[src/hdl/sbcp_ram.sv]
// Generic single-port RAM with registered read data.
module sbcp_ram #(
	parameter int WIDTH = 1,
	parameter int DEPTH = 1024
) (
	input  logic                     clk,
	input  logic                     en,
	input  logic                     we,
	input  logic [$clog2(DEPTH)-1:0] addr,
	input  logic [WIDTH-1:0]         wdata,
	output logic [WIDTH-1:0]         rdata
);

	logic [WIDTH-1:0] mem_q [DEPTH];

	// Read before write: a write cycle returns the old contents on the same port.
	always_ff @(posedge clk) begin
		if (en) begin
			if (we) begin
				mem_q[addr] <= wdata;
			end
			rdata <= mem_q[addr];
		end
	end

endmodule

[config.mk]
export PLATFORM = sky130hd
export DESIGN_NAME = sbcp_ram
export DESIGN_NICKNAME = d
export VERILOG_FILES = /design/src/hdl/sbcp_ram.sv
export SDC_FILE = /design/constraint.sdc
export NUM_CORES = 1
export LEC_CHECK = 0
export CORE_MARGIN = 2
export CORE_UTILIZATION = 57
export DETAILED_ROUTE_END_ITERATION = 12
export DONT_BUFFER_PORTS = 1
export GPL_ROUTABILITY_DRIVEN = 0
export MAX_ROUTING_LAYER = met4
export PLACE_DENSITY = 0.72
export SKIP_CTS_REPAIR_TIMING = 1
export SYNTH_ARGS = -nofsm -noshare
export SYNTH_HDL_FRONTEND = slang
export SYNTH_SLANG_ARGS = --single-unit
[constraint.sdc]
create_clock -name clk -period 4.4 [get_ports clk]
set_input_delay 0.88 -clock clk [delete_from_list [all_inputs] [get_ports clk]]
set_output_delay 0.88 -clock clk [all_outputs]
set_load 0.01 [all_outputs]
== Yosys cells after proc, flatten, opt, wreduce, memory -nomap -nowiden ==
Memories as Yosys holds them, arrays and structs flattened. A register that Yosys moved wholly into a read port is not among the register bits.
Cells that the tools add are included.

* Memories kept: 1
* Flip-flop bits (word level): 0
* Logic and storage cells: 4
* Memory bits (writable): 1024

{| class="wikitable"
|+ Memories
! name !! words !! bits a word !! rd ports !! clocked after Yosys merged registers in !! write ports !! RTL line !! source
|-
| mem_q || 1024 || 1 || 1 || 1 || 1 || 14 || <nowiki>logic [WIDTH-1:0] mem_q [DEPTH];</nowiki>
|}

* Muxes and demuxes: 3

{| class="wikitable"
|+ Operator list
! cell !! count
|-
| 1-bit 2-to-1 mux || 3
|}

== Longest topological paths before layout ==
Gate-level depths: netlist of run 1.

* Depth after elaboration: 3
* Depth in mapped cells: 13

== Worst setup path before layout of run 1 ==
OpenSTA, ideal clock, no wires.

* Path kind: input to register
* From: input addr[1]
* To: register rdata (read register of mem_q) (data pin)
* Buffers on the path: 4
* Path slack: 1.125 ns
* Data arrival time: 3.005 ns
* Data required time: 4.131 ns
* Stages on the path: 11
* Cells stage by stage: buf_2 > buf_4 > buf_2 > buf_2 > mux4_2 > a22oi_1 > nand4_1 > o311ai_1 > nand2_1 > a2111oi_2 > nand4b_1

{| class="wikitable"
|+ RTL lines
! item !! RTL line !! source
|-
| from (decl) || 9 || <nowiki>input logic [$clog2(DEPTH)-1:0] addr,</nowiki>
|-
| to (decl) || 11 || <nowiki>output logic [WIDTH-1:0] rdata</nowiki>
|}

==> metrics.md, run 1 <==
| Metric | Value |
|---|---|
| Tmin final | `4.21 ns` |
| Clock-pin slew on the worst setup and hold paths | `0.06 ns` |
| Vert. Die Dim | `283 µm` |
| HP Start | `en` |
| Worst Hold Depth | `0` |
| Setup TNS | `0 ns` |
| Yosys warnings | `0` |
| Top post-synthesis cells by count | `nor2_1 (1,059), edfxtp_1 (1,025), mux2i_1 (302), clkbuf_1 (169), o22ai_1 (123)` |
| Slew Limit Fails | `1,031` |
| Port bufs | `0` |
| Hold path endpoint | `rdata$_DFFE_PP_` |
| Fillers | `5,578` |
| Root Buffer | `clkbuf_16` |
| Area leader, netlist | `edfxtp_1` |
| HPWL after DPL | `64,500 µm` |
| Top-count cell post-synth | `nor2_1` |
| NumNets Final | `3,128` |
| Slew headroom | `-214%` |
| P_leak | `0.0148 µW` |
| Fmax | `238 MHz` |
| Number of setup violations in the final report | `0` |
| TritonCTS clock tree | `done` |
| DR WL/cell | `27.8 µm` |
| First-pass GRT wire length | `170,000 µm` |
| Netlist Area Pre-Place | `0.0443 mm²` |
| Final worst slack | `0.191 ns` |
| Crit path DAT | `4.62 ns` |
| Met3 WL | `13,700 µm` |
| Residual DRC | `0` |
| Number of synthesized flops with an enable pin | `1,025` |
| Layout cells sized above 1 | `11.8%` |
| Number of H-tree levels | `3` |
| Failing checks | `max-slew violations` |
| Crit end category | `flop` |
| Initial DRC Count | `4,782` |
| Via density | `6.47` |
| Clk_lat worst skew | `0.68 ns` |
| Met1 WL | `42,900 µm` |
| Sink Count | `1,025` |
| Highest routed layer | `met4` |
| Length of routed met2 wiring | `55,800 µm` |
| Post-synth ARST share | `0%` |
| Vias in the first global route | `26,253` |
| Post-synth top flop | `edfxtp_1` |
| Internal reg-to-reg setup slack | `1.46 ns` |
| Post-route ant nets | `0` |
| FF-to-FF Start | `mem_q[774]$_DFFE_PP_` |
| Post-synthesis average cell area | `13.7 µm²` |
| Distinct cells, synth | `58` |
| Area share of the largest cell type after synthesis | `69.5%` |
| Seq/Total Area, Yosys | `69.5%` |
| Initial antenna violation count | `0` |
| Part of the cycle the worst path needs | `95.7%` |
| Worst Setup Start Kind | `input port` |
| I/O pin total | `15` |
| Row cnt | `102` |
| Peak supply drop | `0.320 mV` |
| Core area | `0.0772 mm²` |
| Post-Route WL | `118,000 µm` |
| Via count | `27,424` |
| Worst Tran Pin Value | `4.72 ns` |
| Initial Util | `57.3%` |
| Worst slack at placement | `0.821 ns` |
| Required @ worst endpoint | `4.81 ns` |
| Worst Clk Skew | `0.0412 ns` |
| Largest net degree at the start of global routing | `1,025` |
| Syn nets | `3,233` |
| Hold WC Path Type | `in2reg` |
| Chip width | `283 µm` |
| Post-Syn Instances | `3,219` |
| Status | `finished with violations` |
| Max-cap violations | `0` |
| WS Path Type | `in2reg` |
| Clock Path Buffers | `3` |
| Grt total ovfl | `0` |
| Fin util | `62.2%` |
| Reg2Reg Capture Point | `rdata$_DFFE_PP_` |
| RSZ-0062 raised after global routing | `no` |
| Die area | `0.0799 mm²` |
| #FFs+latches synth | `1,025` |
| CP max FO | `411` |
| Worst reg-to-reg path cell count | `7` |
| Area delta synth->final | `8.60%` |
| Synth top area cells | `edfxtp_1 (70%), nor2_1 (9.0%), mux2i_1 (6.8%)` |
| CTS buffer count | `102` |
| All-Layer GR Usage | `30.5%` |
| Pwr per Cell Area | `408 mW/mm²` |
| Fin. Hold Viols | `0` |
| Drt pass-1 iters | `6` |
==> cell type report <==
type / count / area, µm² / area share (%)
sequential: 1025 / 30800 / 64.0
multi-input combinational: 1888 / 12100 / 25.2
clock buffer: 129 / 2650 / 5.52
tap: 1040 / 1300 / 2.71
timing repair buffer: 96 / 758 / 1.58
clock inverter: 57 / 467 / 0.971
antenna: 2 / 5.00 / 0.0104
inverter: 1 / 3.75 / 0.00781
==> cell usage in the layout, fill, tap and decap left out, types with 4 or more instances in the layout <==
cell,n
clkinv_1,25
clkbuf_1,27
nand2_1,56
buf_4,93
or4_1,11
bufinv_16,4
nor2_1,1059
nor3_1,6
mux2_2,5
nand4b_1,5
a22oi_1,31
a211oi_1,5
o22ai_1,123
o21ai_0,31
edfxtp_1,1025
nor4_1,29
a21oi_1,9
nand2_2,32
clkbuf_16,102
mux4_1,8
clkinv_2,19
nand4_1,7
nor2b_1,4
mux2i_1,302
and3_1,4
nand3_1,13
mux4_2,99
==> registers in the layout (all words and copies together), names as in the netlist <==
register and cells:
rdata 1, mem_q 1024
==> per-layer routing <==
metal / global-route usage, % / vias up
met5: - / -
met4: 12.7 / 0
met3: 6.13 / 352
met2: 47.0 / 1735
met1: 39.9 / 13796
li1: - / 11541
==> per-stage QoR <==
step                      power, µW  hold slack (ns)  cells  area, µm²
after global placement        11500            0.994   4050      44900
after CTS                     19600            0.288   4236      48100
final                         19600            0.303   4238      48100
after detailed placement      11500            0.994   4050      44900
after floorplan               11500            0.850   3219      44300
after global routing          20000            0.288   4236      48100
==> power by group <==
part           switching (µW)  total, µW  internal (µW)  leakage (µW)
registers                2.83      10800          10800       0.00921
logic                     328        617            289       0.00410
clock network            3690       8210           4520       0.00152
==> how the worst max path moves through the flow <==
stage / startpoint / end / slack, ns / cells after the start
after floorplan: addr[1] / rdata$_DFFE_PP_ / 1.13 / 11
after global placement: addr[2] / rdata$_DFFE_PP_ / 0.86 / 9
after detailed placement: addr[2] / rdata$_DFFE_PP_ / 0.82 / 9
after CTS: mem_q[774]$_DFFE_PP_ / rdata$_DFFE_PP_ / 1.46 / 7
after global routing: addr[1] / mem_q[93]$_DFFE_PP_ / 1.26 / 4
final: addr[1] / rdata$_DFFE_PP_ / 0.19 / 7
==> critical path, stage by stage <==
cell and delay, ns:
mux4_2 0.81, a2111oi_0 0.62, nand3_1 0.23, a31oi_1 0.32, nor4b_1 0.15, a2111oi_2 0.38, nand4b_1 0.13
==> kinds of logic (layout without fill, tap and decap cells) <==
logic type	Yosys count	count (layout)	synth area share [%]
buffers and inverters	306	283	3.36
flip-flops	1025	1025	69.5
multiplexers	414	414	12.5
AO/OA/AOI/OAI	219	219	3.21
other	0	2	0
AND/OR/NAND/NOR	1255	1255	11.4
No activity file was read; power rests on OpenSTA's default activity.
==> run 2: changes to the inputs <==
--- a/config.mk
+++ b/config.mk
@@ -7,12 +7,14 @@
 export LEC_CHECK = 0
 export CORE_MARGIN = 2
 export CORE_UTILIZATION = 57
+export CTS_BUF_LIST = sky130_fd_sc_hd__clkbuf_4
 export DETAILED_ROUTE_END_ITERATION = 12
 export DONT_BUFFER_PORTS = 1
 export GPL_ROUTABILITY_DRIVEN = 0
 export MAX_ROUTING_LAYER = met4
 export PLACE_DENSITY = 0.72
 export SKIP_CTS_REPAIR_TIMING = 1
+export SKIP_LAST_GASP = 1
 export SYNTH_ARGS = -nofsm -noshare
 export SYNTH_HDL_FRONTEND = slang
 export SYNTH_SLANG_ARGS = --single-unit
==> run 2 against run 1 <==
The run still ends with max-slew violations left. Count of clock-buffer cells in the layout grew 242. Routed wire length grew 1.6%. Utilization is essentially flat. Largest cell class unchanged. Largest power group unchanged. Highest routed layer unchanged.
==> metrics.md, run 2 (synthesis gave the netlist of run 1 again) <==
| Metric | Value |
|---|---|
| Number of setup violations in the final report | `0` |
| Status | `finished with violations` |
| Origin of the worst setup path | `addr[1]` |
| P_leak | `0.0152 µW` |
| CTS buffer count | `276` |
| Area delta synth->final | `8.57%` |
| Vias in the first global route | `27,751` |
| Peak supply drop | `0.247 mV` |
| Row cnt | `102` |
| Tmin final | `3.01 ns` |
| I/O pin total | `15` |
| Largest net degree at the start of global routing | `1,025` |
| Worst Tran Pin Value | `2.11 ns` |
| Fmax | `332 MHz` |
| First-pass GRT wire length | `174,000 µm` |
| Worst Setup Start Kind | `input port` |
| All-Layer GR Usage | `31.1%` |
| Finished layout cell area | `0.0481 mm²` |
| Top flop regs | `mem_q x1024, rdata x1` |
| CP peak stage delay | `0.74 ns` |
| Die area | `0.0799 mm²` |
| Multi-input logic area | `0.0121 mm²` |
| Fin. Hold Viols | `0` |
| Max-cap violations | `0` |
| DP Area | `0.0449 mm²` |
| Initial antenna violation count | `1` |
| Biggest register | `mem_q` |
| Vert. Die Dim | `283 µm` |
| Root Buffer | `clkbuf_4` |
| Layout cells sized above 1 | `18.3%` |
| Chip width | `283 µm` |
| Crit-path leading delay family | `simple AND/OR/NAND/NOR gates` |
| Initial DRC Count | `4,478` |
| Clk_lat worst skew | `1.17 ns` |
| TritonCTS clock tree | `done` |
| Port bufs | `0` |
| Failing checks | `max-slew violations` |
| Core area | `0.0772 mm²` |
| HPWL after DPL | `64,500 µm` |
| Post-route ant nets | `0` |
| Required @ worst endpoint | `5.22 ns` |
| Crit-path slowest cell | `nor4_1` |
| Setup TNS | `0 ns` |
| Number of H-tree levels | `5` |
| Crit path DAT | `3.83 ns` |
| Part of the cycle the worst path needs | `68.5%` |
| Sequential cell area | `0.0308 mm²` |
| NumNets Final | `3,303` |
| Final worst slack | `1.39 ns` |
| RSZ-0062 raised after global routing | `no` |
| Worst slack at placement | `0.821 ns` |
| FF-to-FF Start | `mem_q[775]$_DFFE_PP_` |
| Most frequent cells in the layout | `nor2_1 (1,059), edfxtp_1 (1,025), clkbuf_4 (371)` |
| Grt total ovfl | `0` |
| CP max FO | `411` |
| Via count | `28,484` |
| Pwr per Cell Area | `400 mW/mm²` |
| Residual DRC | `0` |
| WS Path Type | `in2reg` |
| Crit end category | `flop` |
| Leading cell type in the layout, fill and taps excluded | `nor2_1` |
| CP Cell Sequence | `mux2i_1 -> o22ai_1 -> nor4_1 -> o221ai_1 -> and4b_1 -> a2111oi_2 -> nand4b_1` |
| Max reg flops | `1,024` |
| Clock Path Buffers | `4` |
| Initial Util | `57.3%` |
| Worst Clk Skew | `0.0737 ns` |
| Post-Route WL | `120,000 µm` |
| Via density | `6.36` |
| Drt pass-1 iters | `9` |
| Slew Limit Fails | `573` |
| Fillers | `5,685` |
| Worst Path Buf+Inv | `0` |
| DR WL/cell | `26.7 µm` |
| Hold WC Path Type | `in2reg` |
| HP Start | `addr[0]` |
| Sink Count | `1,025` |
| Clock-pin slew on the worst setup and hold paths | `0.07 ns` |
| Slew headroom | `-40.4%` |
## run 2: cell count changes in the layout (fill, tap and decap cells not counted), sizes merged
cell	before	now
inv	4	8
clkinvlp	1	0
dlygate4sd3	0	1
clkinv	49	44
clkbuf	129	371
diode	2	1
## run 2: routing by layer
| layer | global-route usage (%) | vias to the layer above | part of all wire, % |
|---|---|---|---|
| met4 | 14.9 | 0 | 4.8 |
| li1 | - | 12017 | - |
| met1 | 39.4 | 14158 | 36 |
| met5 | - | - | 0 |
| met2 | 47.2 | 1890 | 47 |
| met3 | 8.18 | 419 | 13 |
## run 2: worst paths after layout
kind,end,slack [ns],depth (start not counted)
worst min register to register,rdata$_DFFE_PP_,1.13,7
worst max register to register,rdata$_DFFE_PP_,1.46,7
worst min-delay path,mem_q[804]$_DFFE_PP_,0.1,1
worst max-delay path,rdata$_DFFE_PP_,1.39,7
## run 2: through the flow
stage / cells / total power [µW] / utilization [%] / hold slack (ns)
after floorplan: 3219 / 11500 / - / 0.850
after global placement: 4050 / 11500 / 58.2 / 0.994
after detailed placement: 4050 / 11500 / 58.2 / 0.994
after CTS: 4476 / 19200 / 62.2 / -0.183
after global routing: 4478 / 19800 / 62.2 / 0.0326
final: 4478 / 19200 / 62.2 / 0.0957
## run 2: final cells by class
| class | count | share of cell area, % |
|---|---|---|
| inverters | 1 | 0.00781 |
| clock inverters | 55 | 0.661 |
| flip-flops and latches | 1025 | 64.1 |
| repair buffers | 97 | 1.60 |
| diodes | 1 | 0.00521 |
| well taps | 1040 | 2.71 |
| multi-input cells | 1888 | 25.2 |
| clock buffers | 371 | 5.80 |
## run 2: report_power, final
group / switching, µW / internal (µW)
Clock: 3740 / 4090
Sequential: 3.19 / 10800
Combinational: 331 / 270
